File: src/hdl/timed_parameter_ramp_assert.svh
`ifndef TIMED_PARAMETER_RAMP_ASSERT_SVH
`define TIMED_PARAMETER_RAMP_ASSERT_SVH

// same-cycle check, reset masks it
`define TPR_ASSERT_NOW(lbl, ante, cons, msg) \
  lbl: assert property (@(posedge clk) disable iff (!rst_n) (ante) |-> (cons)) \
    else $error(msg);

// next-cycle check, reset masks it
`define TPR_ASSERT_NEXT(lbl, ante, cons, msg) \
  lbl: assert property (@(posedge clk) disable iff (!rst_n) (ante) |=> (cons)) \
    else $error(msg);

`endif

File: src/hdl/tpr_pkg.sv
package tpr_pkg;

  localparam int REPORTED = 6;

  localparam logic ACT_TICK = 1'b0;
  localparam logic ACT_SET  = 1'b1;

  typedef struct packed {
    logic               action;
    logic [2:0]         param_index;
    logic signed [15:0] target_level;
    logic [15:0]        ramp_ticks;
  } in_item_t;

  typedef struct packed {
    logic signed [15:0] volume_level;
    logic signed [15:0] bend_level;
    logic signed [15:0] fx_level;
    logic signed [15:0] pan_level;
    logic signed [15:0] surround_level;
    logic signed [15:0] distance_level;
    logic [5:0]         ramping_mask;
  } out_item_t;

  typedef enum logic [1:0] {
    ST_IDLE,
    ST_SCAN,
    ST_WAIT,
    ST_PUBLISH
  } state_t;

  typedef struct packed {
    logic set_en;
    logic step_en;
  } bank_ctl_t;

  typedef struct packed {
    logic busy;
    logic done;
  } div_stat_t;

endpackage

File: src/hdl/tpr_div.sv
module tpr_div #(
  parameter int DW = 17
) (
  input  logic                  clk,
  input  logic                  rst_n,
  input  logic                  start,
  input  logic signed [DW-1:0]  dividend,
  input  logic [15:0]           divisor,
  output tpr_pkg::div_stat_t    stat,
  output logic signed [DW-1:0]  quot
);
  import tpr_pkg::*;

  localparam int CNW = $clog2(DW + 1);

  logic [DW-1:0]  q_r;
  logic [15:0]    rem_r;
  logic [15:0]    d_r;
  logic           neg_r;
  logic [CNW-1:0] cnt_r;
  logic           busy_r;
  logic           done_r;

  logic [DW-1:0]  mag;
  logic [16:0]    trial;
  logic           ge;
  logic [15:0]    rem_nxt;
  logic [DW-1:0]  q_nxt;

  assign mag     = dividend[DW-1] ? DW'(-dividend) : DW'(dividend);
  assign trial   = {rem_r, q_r[DW-1]};
  assign ge      = trial >= {1'b0, d_r};
  assign rem_nxt = ge ? 16'(trial - {1'b0, d_r}) : trial[15:0];
  assign q_nxt   = {q_r[DW-2:0], ge};

  always_ff @(posedge clk) begin
    if (!rst_n) begin
      busy_r <= 1'b0;
      done_r <= 1'b0;
      cnt_r  <= '0;
    end else begin
      done_r <= 1'b0;
      if (start) begin
        busy_r <= 1'b1;
        cnt_r  <= CNW'(DW);
      end else if (busy_r) begin
        cnt_r <= cnt_r - CNW'(1);
        if (cnt_r == CNW'(1)) begin
          busy_r <= 1'b0;
          done_r <= 1'b1;
        end
      end
    end
  end

  always_ff @(posedge clk) begin
    if (start) begin
      q_r   <= mag;
      rem_r <= '0;
      d_r   <= divisor;
      neg_r <= dividend[DW-1];
    end else if (busy_r) begin
      q_r   <= q_nxt;
      rem_r <= rem_nxt;
    end
  end

  assign quot      = neg_r ? -signed'(q_r) : signed'(q_r);
  assign stat.busy = busy_r;
  assign stat.done = done_r;

endmodule

File: src/hdl/tpr_bank.sv
module tpr_bank #(
  parameter int NUM_ENTRIES = 6,
  parameter int LEVEL_BITS  = 16,
  localparam int LW = (LEVEL_BITS > 16) ? LEVEL_BITS : 16,
  localparam int DW = LW + 1,
  localparam int IW = (NUM_ENTRIES > 1) ? $clog2(NUM_ENTRIES) : 1
) (
  input  logic                    clk,
  input  logic                    rst_n,
  input  tpr_pkg::bank_ctl_t      ctl,
  input  logic [2:0]              set_index,
  input  logic signed [15:0]      set_target,
  input  logic [15:0]             set_ticks,
  input  logic [IW-1:0]           step_index,
  input  logic signed [DW-1:0]    step_quot,
  output logic signed [LW-1:0]    cur_level,
  output logic signed [LW-1:0]    cur_target,
  output logic [15:0]             cur_remaining,
  output logic signed [LW-1:0]    levels [NUM_ENTRIES],
  output logic [NUM_ENTRIES-1:0]  ramping
);
  import tpr_pkg::*;

  localparam logic signed [LW-1:0] Q_ONE  = LW'(64'sd1 <<< (LEVEL_BITS - 2));
  localparam logic signed [LW-1:0] Q_HALF = LW'(64'sd1 <<< (LEVEL_BITS - 3));

  logic signed [LW-1:0] level_r     [NUM_ENTRIES];
  logic signed [LW-1:0] target_r    [NUM_ENTRIES];
  logic [15:0]          remaining_r [NUM_ENTRIES];
  logic signed [LW-1:0] set_value;

  assign set_value = LW'(set_target);

  always_ff @(posedge clk) begin
    for (int i = 0; i < NUM_ENTRIES; i++) begin
      if (!rst_n) begin
        level_r[i]     <= (i == 0) ? Q_ONE : (i == 3) ? Q_HALF : '0;
        target_r[i]    <= (i == 0) ? Q_ONE : (i == 3) ? Q_HALF : '0;
        remaining_r[i] <= '0;
      end else if (ctl.set_en && int'(set_index) == i) begin
        target_r[i]    <= set_value;
        remaining_r[i] <= set_ticks;
        if (set_ticks == '0) begin
          level_r[i] <= set_value;
        end
      end else if (ctl.step_en && int'(step_index) == i) begin
        level_r[i]     <= LW'(DW'(level_r[i]) + step_quot);
        remaining_r[i] <= remaining_r[i] - 16'd1;
      end
    end
  end

  assign cur_level     = level_r[step_index];
  assign cur_target    = target_r[step_index];
  assign cur_remaining = remaining_r[step_index];

  always_comb begin
    for (int i = 0; i < NUM_ENTRIES; i++) begin
      levels[i]  = level_r[i];
      ramping[i] = remaining_r[i] != '0;
    end
  end

endmodule

File: src/hdl/timed_parameter_ramp.sv
// Channel  | Handshake             | Payload
// in       | in_valid / in_stall   | in_data  (tpr_pkg::in_item_t)
// out      | out_valid / out_stall | out_data (tpr_pkg::out_item_t)
//
// A set item updates its entry when the index is in range, then publishes. A tick item
// scans every entry and, for each ramping entry, runs the serial divider, one quotient
// bit a cycle, on target minus level over the remaining ticks, then steps the level.
// in_stall is high from accept until the result enters the output register.
// A stalled result holds in the output register while the next item is taken.
// rst_n is synchronous and restores the reset levels and clears all ramps.
module timed_parameter_ramp #(
  parameter int NUM_ENTRIES = 6,
  parameter int LEVEL_BITS  = 16
) (
  input  logic                clk,
  input  logic                rst_n,
  input  logic                in_valid,
  output logic                in_stall,
  input  tpr_pkg::in_item_t   in_data,
  output logic                out_valid,
  input  logic                out_stall,
  output tpr_pkg::out_item_t  out_data
);
  import tpr_pkg::*;

  `include "timed_parameter_ramp_assert.svh"

  localparam int LW = (LEVEL_BITS > 16) ? LEVEL_BITS : 16;
  localparam int DW = LW + 1;
  localparam int IW = (NUM_ENTRIES > 1) ? $clog2(NUM_ENTRIES) : 1;
  localparam int CW = $clog2(NUM_ENTRIES + 1);

  state_t               state_r, state_nxt;
  logic [CW-1:0]        ent_r, ent_nxt;
  logic                 out_valid_r, out_valid_nxt;
  out_item_t            out_data_r;

  bank_ctl_t            ctl;
  div_stat_t            div_stat;
  logic                 div_start;
  logic signed [DW-1:0] div_dividend;
  logic signed [DW-1:0] div_quot;
  logic                 in_accept;
  logic                 load_out;
  logic                 ent_done;

  logic signed [LW-1:0] cur_level;
  logic signed [LW-1:0] cur_target;
  logic [15:0]          cur_remaining;
  logic signed [LW-1:0] levels [NUM_ENTRIES];
  logic [NUM_ENTRIES-1:0] ramping;

  logic signed [15:0]   rep_lvl [REPORTED];
  logic [REPORTED-1:0]  rep_mask;
  out_item_t            result;

  tpr_bank #(
    .NUM_ENTRIES (NUM_ENTRIES),
    .LEVEL_BITS  (LEVEL_BITS)
  ) u_bank (
    .clk           (clk),
    .rst_n         (rst_n),
    .ctl           (ctl),
    .set_index     (in_data.param_index),
    .set_target    (in_data.target_level),
    .set_ticks     (in_data.ramp_ticks),
    .step_index    (ent_r[IW-1:0]),
    .step_quot     (div_quot),
    .cur_level     (cur_level),
    .cur_target    (cur_target),
    .cur_remaining (cur_remaining),
    .levels        (levels),
    .ramping       (ramping)
  );

  tpr_div #(
    .DW (DW)
  ) u_div (
    .clk      (clk),
    .rst_n    (rst_n),
    .start    (div_start),
    .dividend (div_dividend),
    .divisor  (cur_remaining),
    .stat     (div_stat),
    .quot     (div_quot)
  );

  assign in_stall     = state_r != ST_IDLE;
  assign in_accept    = in_valid && !in_stall;
  assign div_dividend = DW'(cur_target) - DW'(cur_level);
  assign ent_done     = int'(ent_r) >= NUM_ENTRIES;

  always_ff @(posedge clk) begin
    if (!rst_n) begin
      state_r     <= ST_IDLE;
      ent_r       <= '0;
      out_valid_r <= 1'b0;
    end else begin
      state_r     <= state_nxt;
      ent_r       <= ent_nxt;
      out_valid_r <= out_valid_nxt;
    end
  end

  always_comb begin
    state_nxt   = state_r;
    ent_nxt     = ent_r;
    ctl.set_en  = 1'b0;
    ctl.step_en = 1'b0;
    div_start   = 1'b0;
    load_out    = 1'b0;
    unique case (state_r)
      ST_IDLE: begin
        if (in_accept) begin
          if (in_data.action == ACT_SET) begin
            ctl.set_en = int'(in_data.param_index) < NUM_ENTRIES;
            state_nxt  = ST_PUBLISH;
          end else begin
            ent_nxt   = '0;
            state_nxt = ST_SCAN;
          end
        end
      end
      ST_SCAN: begin
        if (ent_done) begin
          state_nxt = ST_PUBLISH;
        end else if (cur_remaining != '0) begin
          div_start = 1'b1;
          state_nxt = ST_WAIT;
        end else begin
          ent_nxt = ent_r + CW'(1);
        end
      end
      ST_WAIT: begin
        if (div_stat.done) begin
          ctl.step_en = 1'b1;
          ent_nxt     = ent_r + CW'(1);
          state_nxt   = ST_SCAN;
        end
      end
      ST_PUBLISH: begin
        if (!out_valid_r || !out_stall) begin
          load_out  = 1'b1;
          state_nxt = ST_IDLE;
        end
      end
      default: state_nxt = ST_IDLE;
    endcase
  end

  assign out_valid_nxt = load_out ? 1'b1 : (out_valid_r && out_stall);

  for (genvar gi = 0; gi < REPORTED; gi++) begin : g_rep
    if (gi < NUM_ENTRIES) begin : g_on
      assign rep_lvl[gi]  = levels[gi][15:0];
      assign rep_mask[gi] = ramping[gi];
    end else begin : g_off
      assign rep_lvl[gi]  = '0;
      assign rep_mask[gi] = 1'b0;
    end
  end

  assign result.volume_level   = rep_lvl[0];
  assign result.bend_level     = rep_lvl[1];
  assign result.fx_level       = rep_lvl[2];
  assign result.pan_level      = rep_lvl[3];
  assign result.surround_level = rep_lvl[4];
  assign result.distance_level = rep_lvl[5];
  assign result.ramping_mask   = rep_mask;

  always_ff @(posedge clk) begin
    if (load_out) begin
      out_data_r <= result;
    end
  end

  assign out_valid = out_valid_r;
  assign out_data  = out_data_r;

  `TPR_ASSERT_NEXT(a_accept_busy, in_accept, state_r != ST_IDLE,
                   "accepted item left block idle")
  `TPR_ASSERT_NOW(a_done_in_wait, div_stat.done, state_r == ST_WAIT,
                  "divider finished outside wait")
  `TPR_ASSERT_NOW(a_start_free, div_start, !div_stat.busy && state_r == ST_SCAN,
                  "divider started while busy")
  `TPR_ASSERT_NEXT(a_publish, load_out, out_valid_r && state_r == ST_IDLE,
                   "result not loaded on publish")

endmodule

File: config.mk
export PLATFORM = sky130hd
export DESIGN_NAME = timed_parameter_ramp
export DESIGN_NICKNAME = d
export VERILOG_FILES = /design/src/hdl/tpr_pkg.sv /design/src/hdl/tpr_div.sv /design/src/hdl/tpr_bank.sv /design/src/hdl/timed_parameter_ramp.sv
export VERILOG_INCLUDE_DIRS = /design/src /design/src/hdl
export SDC_FILE = /design/constraint.sdc
export NUM_CORES = 1
export LEC_CHECK = 0
export BUFFER_PORTS_ARGS = -buffer_cell sky130_fd_sc_hd__buf_4
export CAP_MARGIN = 20
export CORE_MARGIN = 8
export CORE_UTILIZATION = 30
export CTS_CLUSTER_DIAMETER = 30
export DETAILED_ROUTE_END_ITERATION = 7
export GPL_ROUTABILITY_DRIVEN = 0
export GPL_TIMING_DRIVEN = 1
export SYNTH_ARGS = -nofsm -noshare
export SYNTH_HDL_FRONTEND = slang
export SYNTH_SLANG_ARGS = --single-unit
File: constraint.sdc
create_clock -name clk -period 13.8 [get_ports clk]
set_input_delay 2.76 -clock clk [delete_from_list [all_inputs] [get_ports clk]]
set_output_delay 2.76 -clock clk [all_outputs]
set_load 0.05 [all_outputs]
# After elaboration in Yosys (flattened, before gate mapping)
# Memory sizes are Yosys's and may differ from the RTL's. A register that Yosys moved wholly into a read port is not among the register bits.
# Index checks and enable logic that the tools add are counted.
dict set report classes {
  magnitude_cmp 3
  addsub 18
  n_bitwise 32
  n_eq_ne 21
  n_mux 133
  reduce_logical 36
}
# operator n
set op_table {}
lappend op_table {{2-to-1 mux 16 bit} 32}
lappend op_table {{nonzero test 16 bit} 7}
lappend op_table {{adder 16 bit} 6}
lappend op_table {{subtractor 16 x 1 -> 16 bit (second input constant)} 6}
lappend op_table {{2-to-1 mux 1 bit} 77}
lappend op_table {{2-to-1 mux 17 bit} 3}
lappend op_table {{2-to-1 mux 3 bit} 11}
lappend op_table {{bitwise OR 1 bit} 30}
lappend op_table {{== test 3 bit (second input constant)} 8}
lappend op_table {{>= comparator 17 x 16 -> 1 bit} 1}
lappend op_table {{negator 17 bit} 1}
lappend op_table {{subtractor 16 x 16 -> 17 bit} 1}
lappend op_table {{logical NOT 16 bit} 1}
lappend op_table {{negator 16 bit} 1}
lappend op_table {{subtractor 16 bit} 1}
lappend op_table {{logical AND 1 bit} 14}
lappend op_table {{2-to-1 mux 2 bit} 6}
lappend op_table {{2-to-1 mux 5 bit} 2}
lappend op_table {{inequality test 2 bit (second input constant)} 5}
lappend op_table {{case mux 3 bit (3 select lines)} 1}
lappend op_table {{case mux 2 bit (4 select lines)} 1}
lappend op_table {{== test 3 x 2 -> 1 bit (second input constant)} 2}
lappend op_table {{logical NOT 3 bit} 2}
lappend op_table {{AND reduction 6 bit} 1}
lappend op_table {{other kinds (18)} 23}
dict set report word_totals {
  reg_bits 165
  n_memories 3
  ram_bits 288
  inputBits 40
  word_cells 264
  out_inout_bits 104
}
# memory words width read_ports rd_ports_with_merged_regs write_ports line
set memory_table {}
lappend memory_table {u_bank.level_r 6 16 7 1 6 tpr_bank.sv:27} ;# logic signed [LW-1:0] level_r [NUM_ENTRIES];
lappend memory_table {u_bank.remaining_r 6 16 7 1 6 tpr_bank.sv:29} ;# logic [15:0] remaining_r [NUM_ENTRIES];
lappend memory_table {u_bank.target_r 6 16 1 1 6 tpr_bank.sv:28} ;# logic signed [LW-1:0] target_r [NUM_ENTRIES];

# Depth between registers and ports, before layout
# Gate-level depths: netlist of the first run.
dict set report logic_depth {
  depth_word 11
  ltp_mapped 21
  depth_no_buf 16
}

# Hierarchy
# A second synthesis of the first run with hierarchy kept.
dict set report hier_totals {
  cells_unflattened 2445
  area_unflattened_um2 27415.0
}
# mod seq_area_each_um2 cells_each area_per_inst_um2 n_inst
set modules_own_cells {}
lappend modules_own_cells {tpr_bank 8648.3 1783 19361.1 1}
lappend modules_own_cells {timed_parameter_ramp 3183.1 270 4315.4 1}
lappend modules_own_cells {tpr_div 1481.4 392 3738.6 1}

# Worst setup path after synthesis of the first run
# OpenSTA, ideal clock, no wires.
dict set report synth_path {
  path_kind {input -> register}
  startpoint {in out_stall}
  endpoint {reg out_data_r (netlist bit out_data[0]) (enable)}
  path_slack_ns 2.965
  arrival_ns 10.116
  path_stages 1
  t_required_ns 13.081
  path_cell_list {a21boi_0}
}
dict set report synth_via {
  elab_chain_len 4
}
# item line
set synth_lines {}
lappend synth_lines {{start: declaration} timed_parameter_ramp.sv:21} ;# input logic out_stall,
lappend synth_lines {{logical NOT 1 bit} timed_parameter_ramp.sv:142} ;# if (!out_valid_r || !out_stall) begin
lappend synth_lines {{logical OR 1 bit} timed_parameter_ramp.sv:142}
lappend synth_lines {{2-to-1 mux 1 bit} timed_parameter_ramp.sv:142}
lappend synth_lines {{2-to-1 mux 1 bit} timed_parameter_ramp.sv:112} ;# unique case (state_r)
lappend synth_lines {{end signal: assignment} timed_parameter_ramp.sv:173} ;# out_data_r <= result;
lappend synth_lines {{end: declaration} timed_parameter_ramp.sv:36} ;# out_item_t out_data_r;
# Every way passes these cells.
# A chain may end at the register's enable or synchronous reset.

==> results of run 1 <==
## stage by stage
stage               power (W)  utilization (%)
global placement      0.00569             32.9
CTS                   0.00811             36.7
detailed placement    0.00571             32.9
finish                0.00811             36.7
floorplan             0.00477                -
global route          0.00863             36.7
## power breakdown
group / internal (W) / leakage (nW) / switching (W) / total (W)
clock network: 0.00155 / 1.61 / 0.000810 / 0.00236
logic: 0.00155 / 5.99 / 0.00231 / 0.00386
registers: 0.00173 / 4.45 / 0.000161 / 0.00189
total: 0.00483 / 12.0 / 0.00328 / 0.00811
## cell families after synthesis
| group | count (synthesis) | synth area share (%) |
|---|---|---|
| simple gates | 798 | 14.4 |
| xor+xnor | 211 | 6.89 |
| compound gates | 536 | 12.5 |
| buf+inv | 173 | 2.54 |
| flops | 456 | 49.6 |
| mux | 121 | 6.86 |
| fa+ha+maj | 150 | 7.19 |
## placed cells by master, fill, tap and decap left out, types with 11 or more instances in the layout
cell	n
xor2_1	87
or3_1	29
nand2_1	288
a21oi_1	100
and2_1	97
nor2b_1	15
o21a_1	12
xnor2_1	123
mux4_2	48
inv_6	16
nand2b_1	39
bufinv_16	11
nor4_1	32
edfxtp_1	424
a31oi_1	15
a22o_1	32
inv_1	71
or4_1	11
nand3_1	38
ha_1	142
mux2i_1	48
buf_4	179
o21bai_1	12
mux2_2	18
clkinv_2	12
o21ai_0	224
nor3_1	57
o31ai_1	18
nor2_1	133
clkinv_1	11
clkbuf_16	99
dfxtp_1	29
a21o_1	27
## how the worst min path moves through the flow
| stage | from | end | slack, ps | cells past startpoint |
|---|---|---|---|---|
| floorplan | u_bank.level_r[2][0] | out_data[54] | 450 | 0 |
| global placement | u_bank.level_r[0][11] | out_data[97] | 470 | 0 |
| detailed placement | u_bank.level_r[0][11] | out_data[97] | 470 | 0 |
| CTS | u_bank.level_r[0][11] | out_data[97] | 470 | 0 |
| global route | u_bank.level_r[0][11] | out_data[97] | 500 | 0 |
| finish | u_bank.level_r[0][11] | out_data[97] | 470 | 0 |
## area by class of cell
cell class                 instances  share of cell area [%]
antenna                            1                 0.00763
timing repair buffer             181                    4.16
multi-input combinational       1816                    39.5
inverter                          74                   0.847
sequential                       456                    40.8
clock buffer                     111                    7.75
clock inverter                    72                    2.43
tap                             1176                    4.48
## state kept, by name (all words and copies together) (netlist names), named ones only
register            flops
u_div.cnt_r             5
u_div.rem_r            16
u_div.q_r              17
out_data              102
u_div.d_r              16
u_div.done_r            1
u_div.neg_r             1
u_div.busy_r            1
u_bank.level_r         96
out_valid               1
u_bank.target_r        96
u_bank.remaining_r     96
state_r                 2
ent_r                   3
## routing by layer
layer,vias to the layer above,wire length [um]
met3,127,6060
met5,-,25
met4,4,1740
li1,9482,-
met2,724,36800
met1,9667,36300
==> impl_results.md, run 1 <==
- Root buffer cell: clkbuf_16
- Vias: 20004
- CP Class: in2reg
- Clock sinks: 456
- Core area: 89500 um2
- Met1 Use GR: 21.8%
- Mean Syn Cell Area: 11.0 um2
- Worst-Skew Late Latency: 640 ps
- Mapped Area: 26900 um2
- Critical path destination: u_bank.level_r[5][4]
- Vias per inst: 5.15
- Share of cells above drive strength 1: 17.2%
- Syn nets: approximately 2600
- Initial core utilization: 30.1%
- IR drop worst, VDD: 0.113 mV
- DR WL/cell: 20.8 um
- Top Usage Layer GRT: met2
- Hold WS: 471 ps
- Post-synth top flop: edfxtp_1
- Global Route met3 Usage: 3.27%
- Slowest-stage cell, CP: a21boi_2
- Final setup margin: 8110 ps
- # H-tree levels: 3
- Largest net degree at the start of global routing: 69
- # nets final: 2816
- Worst path bufs/invs: 1
- Rows: between 100 and 150
- Initial drt markers: 1828
- Clock Skew: 26.4 ps
- Cells along the critical path: buf_4 -> nand3_1 -> nand2b_1 -> o21ai_2 -> nand2b_1 -> a21boi_2
- Final WL: roughly 81000 um
- Pleak: 12.0 nW
- Vias in the first global route: between 15000 and 20000
- Total track usage: between 10% and 20%
- Worst Setup Start Kind: input pin
- Yosys warning count: 0
- Max transition margin: 19.8%
- Cell with the most instances after synthesis: edfxtp_1
- Largest area contributor in the netlist: edfxtp_1
- End of the worst register-to-register path: u_div.q_r[15]
- Number of routed nets with antenna violations: 0
- Die area: 99600 um2
- Crit path largest cell delay: 950 ps
- Post-synthesis cell type count: slightly above 80
- Worst Setup SP: in_data[35]
- Die height: 316 um
- Detailed placer's ending HPWL: approximately 60000 um
- Pre-CTS WS: around 7500 ps
- # DRC: 0
- Clock buffer depth: 3
- CP Data Required Time: 14040 ps
- Setup Viol. Count Final: 0
- First-pass GRT wire length: 121000 um
- Pre-antenna DRT Iters: 5
- Type of the most critical hold path: reg2reg
- Cell mode on critical path: nand2b_1
- Setup TNS: 0 ps
- Crit path max fanout: 19
- Clk pin slew, worst setup/hold paths: roughly 50 ps
- Total CTS buffers: 97
- R2R Setup Slk: about 8300 ps
- Yosys top cell area share: 47.3%
- Initial antenna violation count: 4
- Area of the multi-input gates: 13000 um2
- PD cells: 247 nW/um2
- Worst R2R Path Depth: 15
- Worst-Margin Slew: 1190 ps
- Hold bufs inserted after CTS: 0
- Share of the yosys chip area belonging to registers: roughly half
- Achievable frequency: 176 MHz
- PortBufs: around 140
- Area after DPL: 29500 um2
- Slew Limit Fails: 0
- Final min period: roughly 5700 ps
- Area contributors post-synth: edfxtp_1 47%, ha_1 6.6%, o21ai_0 4.2%, nand2_1 4.0%, mux4_2 4.0%
- Yosys reg bits: 456
- Period utilization: 41.2%
- Post-CTS setup buffers: 0
- Status: finished, final reports clean
- Post_cts resized: 0
- Finished Layout Cells: 3887
- I/O pin cnt: approximately 140
- CP endpoint kind: flop
- Filler Cell Count: 8768
- CP delay by family, top: compound AO/OA/AOI/OAI gates
- Final hold violations: 0
- CP Depth: 6
- GR Util met2: ~25%
- Synth top cells by count: 424 x edfxtp_1, 288 x nand2_1, 228 x o21ai_0
- Storage cell area: roughly 13000 um2
- CP arrival: 5930 ps
- RSZ-0062 raised after global routing: no
- Die width: 316 um
- Max-cap violation count: 0
- Fin area: between 30000 and 40000 um2
- EDFF count, synth: 424
- Grt total ovfl: 0
- CTS tree: yes
- Synthesized netlist cell count: 2445
- Ys async rst share: 0%
- Area Growth Syn to Fin: 21.8%
- Inst Count DP: 3701
Note: power is estimated with default switching activity, not from simulation.
==> run 2: changes to the inputs <==
==> constraint.sdc (replaced) <==
create_clock -name clk -period 5.6 [get_ports clk]
set_input_delay 1.12 -clock clk [delete_from_list [all_inputs] [get_ports clk]]
set_output_delay 1.12 -clock clk [all_outputs]
set_load 0.05 [all_outputs]
==> impl_results.md, run 2 (synthesis results as in run 1) <==
- Status: finished, final reports clean
- # nets final: 2835 (+0.67%)
- Post-CTS setup buffers: 0 (unchanged)
- Root buffer cell: clkbuf_16
- Total track usage: 15.7% (-0.15 points)
- Vias per inst: 5.17 (+0.40%)
- Hold bufs inserted after CTS: 0 (unchanged)
- Worst path bufs/invs: 1 (unchanged)
- Area Growth Syn to Fin: 22.2%
- Largest net degree at the start of global routing: 97 (+41%)
- GR Util met2: 24.7% (-0.13 points)
- Crit path largest cell delay: 590 ps (-360 ps)
- Grt total ovfl: 0 (unchanged)
- Global Route met3 Usage: 3.32% (+0.052 points)
- Final min period: 4540 ps
- Max transition margin: 18.8% (-1.1 points)
- Initial core utilization: 30.1% (unchanged)
- Setup Viol. Count Final: 0 (unchanged)
- CP Depth: 13 (+7)
- Vias: 20166 (+0.81%)
- CP delay by family, top: compound AO/OA/AOI/OAI gates
- P_int: 0.0118 W (+150%)
- Hold path cells: 0 (unchanged)
- I/O pin cnt: 144 (unchanged)
- Share of cells above drive strength 1: 17.9% (+0.70 points)
- Core area: 89500 um2 (unchanged)
- Hold WS: 494 ps (+22.7 ps)
- Most common cell after layout, fill and taps aside: edfxtp_1
- CP Class: reg2reg
- Sequential share of power: 23.5% (+0.2 points)
- Rows: 110 (unchanged)
- Achievable frequency: 220 MHz
- Slew Limit Fails: 0 (unchanged)
- Slowest-stage cell, CP: dfxtp_4
- Cells along the critical path: buf_4 -> mux4_2 -> o21ai_0 -> ha_1 -> o21ai_0 -> nand2_1 -> and3_1 -> o31a_1 -> or4b_1 -> nor3_2 -> a41oi_1 -> xor2_1 -> o21ai_0
- CP arrival: 4920 ps (-1010 ps)
- Vias in the first global route: 19640 (+0.061%)
- First-pass GRT wire length: 120000 um (-1.0%)
- Clock Skew: 25.0 ps (-1.41 ps)
- Worst R2R Path Depth: 13 (-2)
- Setup TNS: 0 ps (unchanged)
- Clock buffer depth: 3 (unchanged)
- CP endpoint kind: flop
- Initial antenna violation count: 1 (-3)
- Comb power frac: 47.5% (about the same)
- Period utilization: about 80%
- Total CTS buffers: 97 (unchanged)
- Detailed placer's ending HPWL: 58900 um (+0.14%)
- Clk pwr share: 29.0% (about the same)
- Final WL: 80600 um (-0.53%)
- Top Usage Layer GRT: met2
- Clock sinks: 456 (unchanged)
- Diodes inserted: 0 (-1)
- CTS tree: yes
- Met1 Use GR: 21.2% (-0.64 points)
- # H-tree levels: 3 (unchanged)
- Worst-Skew Late Latency: 660 ps (+20 ps)
- Type of the most critical hold path: reg2reg
- Final hold violations: 0 (unchanged)
- Max FFs per register: 102 (unchanged)
- Fin area: 32900 um2 (+0.37%)
- Die height: 316 um (unchanged)
- Crit path max fanout: 20 (+1)
- IR drop worst, VDD: 0.320 mV (+180%)
- Most frequent cells in the layout: 424 x edfxtp_1, 288 x nand2_1, 224 x o21ai_0
- Initial drt markers: 1677 (-8.3%)
- Number of routed nets with antenna violations: 0 (unchanged)
- Die area: 99600 um2 (unchanged)
- Sw power: 0.00788 W (+140%)
- CP Data Required Time: 5980 ps (-8060 ps)
- Die width: 316 um (unchanged)
- # DRC: 0 (unchanged)
- PortBufs: 143 (unchanged)
- Worst Setup Start Kind: flop
- PD cells: 599 nW/um2 (+140%)
- Worst-Margin Slew: 1210 ps (+15.7 ps)
- Post_cts resized: 0 (unchanged)
- Cell mode on critical path: o21ai_0
- Pleak: 12.1 nW (+0.76%)
- DR WL/cell: 20.6 um (-0.94%)
- Clk pin slew, worst setup/hold paths: 50 ps (about the same)
- Area after DPL: 29600 um2 (+0.54%)
- Pre-antenna DRT Iters: 5 (unchanged)
- Final total power: 0.0197 W (+140%)
- RSZ-0062 raised after global routing: no
- Sw Ratio: 40.0% (-0.48 points)
- Max-cap violation count: 0 (unchanged)
run 2: layer usage:
metal	part of all wire, %	up-vias
met1	44	9838
met4	2.9	2
met2	46	685
met5	0.016	-
li1	-	9498
met3	7.2	143
run 2: final cells by class:
class	instances	area (um2)
Sequential cell	456	13400
Multi-Input combinational cell	1816	13000
Fill cell	8706	56500
Clock buffer	107	2520
Tap cell	1176	1470
Timing Repair Buffer	200	1530
Inverter	74	278
Clock inverter	74	778
run 2: per-stage QoR:
step                      worst slack, ps  util (%)  std cells
after floorplan                       442         -       2445
after global placement               1050      33.1       3719
after detailed placement             1010      33.1       3720
after CTS                            1010      36.8       3901
after global routing                  640      36.8       3903
final                                1060      36.8       3903
run 2: worst paths after layout:
check | start | slack [ps] | to
worst max-delay path | flop | 1060 | u_div.q_r[15]
worst min-delay path | u_bank.level_r[0][11] | 490 | out_data[97]
worst max register to register | flop | 1060 | u_div.q_r[15]
worst min register to register | u_bank.level_r[0][11] | 490 | out_data[97]
run 2: power groups by stage:
stage                     combinational, W  sequential, W  clock, W
final                              0.00936        0.00464   0.00572
after global routing                0.0103        0.00470   0.00595
after CTS                          0.00933        0.00464   0.00579
after detailed placement           0.00928        0.00470         0
after global placement             0.00922        0.00469         0
after floorplan                    0.00689        0.00483         0
==> run 3: changes to the inputs <==
==> constraint.sdc (replaced) <==
create_clock -name clk -period 4.4 [get_ports clk]
set_input_delay 0.88 -clock clk [delete_from_list [all_inputs] [get_ports clk]]
set_output_delay 0.88 -clock clk [all_outputs]
set_load 0.05 [all_outputs]
==> impl_results.md, run 3 (synthesis results as in run 1) <==
- Clock Skew: 25.1 ps (+0.183 ps)
- Fin area: 33200 um2 (+0.75%)
- Max FFs per register: 102 (unchanged)
- PortBufs: 143 (unchanged)
- IR drop worst, VDD: 0.339 mV (+5.8%)
- # nets final: 2863 (+0.99%)
- Total track usage: 16.1% (+0.40 points)
- Max transition margin: 25.6% (+6.8 points)
- Rows: 110 (unchanged)
- # H-tree levels: 3 (unchanged)
- Total CTS buffers: 94 (-3.1%)
- Post-CTS setup buffers: 0 (unchanged)
- CP Class: reg2reg
- Most frequent cells in the layout: 424 x edfxtp_1, 288 x nand2_1, 224 x buf_4
- Setup Viol. Count Final: 0 (unchanged)
- Die height: 316 um (unchanged)
- Vias in the first global route: 20009 (+1.9%)
- Hold bufs inserted after CTS: 0 (unchanged)
- Initial antenna violation count: 3 (+2)
- CP arrival: 4510 ps (-410 ps)
- Type of the most critical hold path: reg2reg
- Final WL: 81900 um (+1.6%)
- CTS tree: yes
- Vias per inst: 5.17 (about the same)
- Worst-Margin Slew: 1110 ps (-102 ps)
- Crit path largest cell delay: 480 ps (-110 ps)
- Clock buffer depth: 3 (unchanged)
- Storage cell area: 13400 um2 (unchanged)
- CP delay by family, top: compound AO/OA/AOI/OAI gates
- Filler Cell Count: 8718 (+0.14%)
- Area after DPL: 29900 um2 (+1.1%)
- Grt total ovfl: 0 (unchanged)
- Finished Layout Cells: 3933 (+0.77%)
- Period utilization: 93.8% (+13 points)
- Clock sinks: 456 (unchanged)
- DR WL/cell: 20.8 um (+0.83%)
- Max-cap violation count: 0 (unchanged)
- Final hold violations: 0 (unchanged)
- Slew Limit Fails: 0 (unchanged)
- Root buffer cell: clkbuf_16
- Area of the multi-input gates: 13000 um2 (+0.39%)
- GR Util met2: 25.5% (+0.79 points)
- Number of routed nets with antenna violations: 0 (unchanged)
- Most common cell after layout, fill and taps aside: edfxtp_1
- Hold WS: 497 ps (+3.30 ps)
- Status: finished, final reports clean
- Inst Count DP: 3752 (+0.86%)
- I/O pin cnt: 144 (unchanged)
- PD cells: 768 nW/um2 (+28%)
- Cells along the critical path: buf_12 -> buf_4 -> mux4_2 -> o21ai_0 -> ha_1 -> and3_1 -> a31oi_1 -> o21ai_0 -> o211a_1 -> o41a_1 -> and4b_1 -> nor3_1 -> xor2_1 -> o21ai_0
- Detailed placer's ending HPWL: 60000 um (+1.8%)
- Final total power: 0.0255 W (+29%)
- Worst path bufs/invs: 2 (+1)
- First-pass GRT wire length: 123000 um (+2.7%)
- Worst Setup Start Kind: flop
- Worst-Skew Late Latency: 650 ps (about the same)
- CP endpoint kind: flop
- Top Usage Layer GRT: met2
- Final min period: 4130 ps (-415 ps)
- Achievable frequency: 242 MHz (+10%)
- Crit path max fanout: 12 (-40%)
- Share of cells above drive strength 1: 18.8% (+0.85 points)
- Core area: 89500 um2 (unchanged)
- Initial core utilization: 30.1% (unchanged)
- CP Data Required Time: 4780 ps (-1200 ps)
- Global Route met3 Usage: 2.65% (-0.67 points)
- Vias: 20340 (+0.86%)
- Die width: 316 um (unchanged)
- # DRC: 0 (unchanged)
- RSZ-0062 raised after global routing: no
- Met1 Use GR: 21.8% (+0.62 points)
- Pleak: 12.2 nW (+0.91%)
- Largest net degree at the start of global routing: 63 (-35%)
- Clk pin slew, worst setup/hold paths: 40 ps (about the same)
- Cell mode on critical path: o21ai_0
- Slowest-stage cell, CP: dfxtp_2
- Pre-antenna DRT Iters: 6 (+1)
- Area Growth Syn to Fin: 23.2%
- Die area: 99600 um2 (unchanged)
- Initial drt markers: 1819 (+8.5%)
- Setup TNS: 0 ps (unchanged)
==> run 3: metal layers <==
metal	routed length (um)	up-vias
met1	36400	9957
met3	5070	137
met5	13	-
li1	-	9569
met4	2690	2
met2	37700	675
==> run 3: worst paths after layout <==
check / endpoint / slack [ps] / startpoint / cells after the start
worst max-delay path: u_div.q_r[15] / 270 / flop / 14
worst min-delay path: u_div.rem_r[1] / 500 / u_div.rem_r[1] / 2
worst max register to register: u_div.q_r[15] / 270 / flop / 14
worst min register to register: u_div.rem_r[1] / 500 / u_div.rem_r[1] / 2
==> run 3: power breakdown <==
| group | switching [W] | internal [W] | leakage [nW] |
|---|---|---|---|
| Clock | 0.00254 | 0.00457 | 1.53 |
| Combinational | 0.00728 | 0.00525 | 6.27 |
| Sequential | 0.000423 | 0.00542 | 4.45 |
==> run 3: timing repair <==
action	CTS	global route
resized for setup	0	8
endpoints found under the hold margin	0	0
setup endpoints to repair	0	8
==> run 3: per-stage QoR <==
stage	setup WS [ps]	util (%)
floorplan	29.4	-
global placement	201	33.4
detailed placement	135	33.4
CTS	103	37.0
global route	3.75	37.1
finish	271	37.1
==> run 3: final cells by class <==
| type | count | share of cell area [%] |
|---|---|---|
| Clock buffer | 104 | 7.20 |
| Clock inverter | 71 | 2.44 |
| Inverter | 74 | 0.837 |
| Multi-Input combinational cell | 1816 | 39.3 |
| Timing Repair Buffer | 231 | 5.47 |
| Sequential cell | 456 | 40.3 |
| Antenna cell | 5 | 0.0377 |
| Tap cell | 1176 | 4.43 |
==> run 3: worst register-to-register path, stage by stage, from the launching register on <==
cell     delay (ps)
dfxtp_2         480
buf_12          190
buf_4           230
mux4_2          380
o21ai_0         270
ha_1            370
and3_1          240
a31oi_1         150
o21ai_0         130
o211a_1         280
o41a_1          430
and4b_1         200
nor3_1          290
xor2_1          170
o21ai_0          80
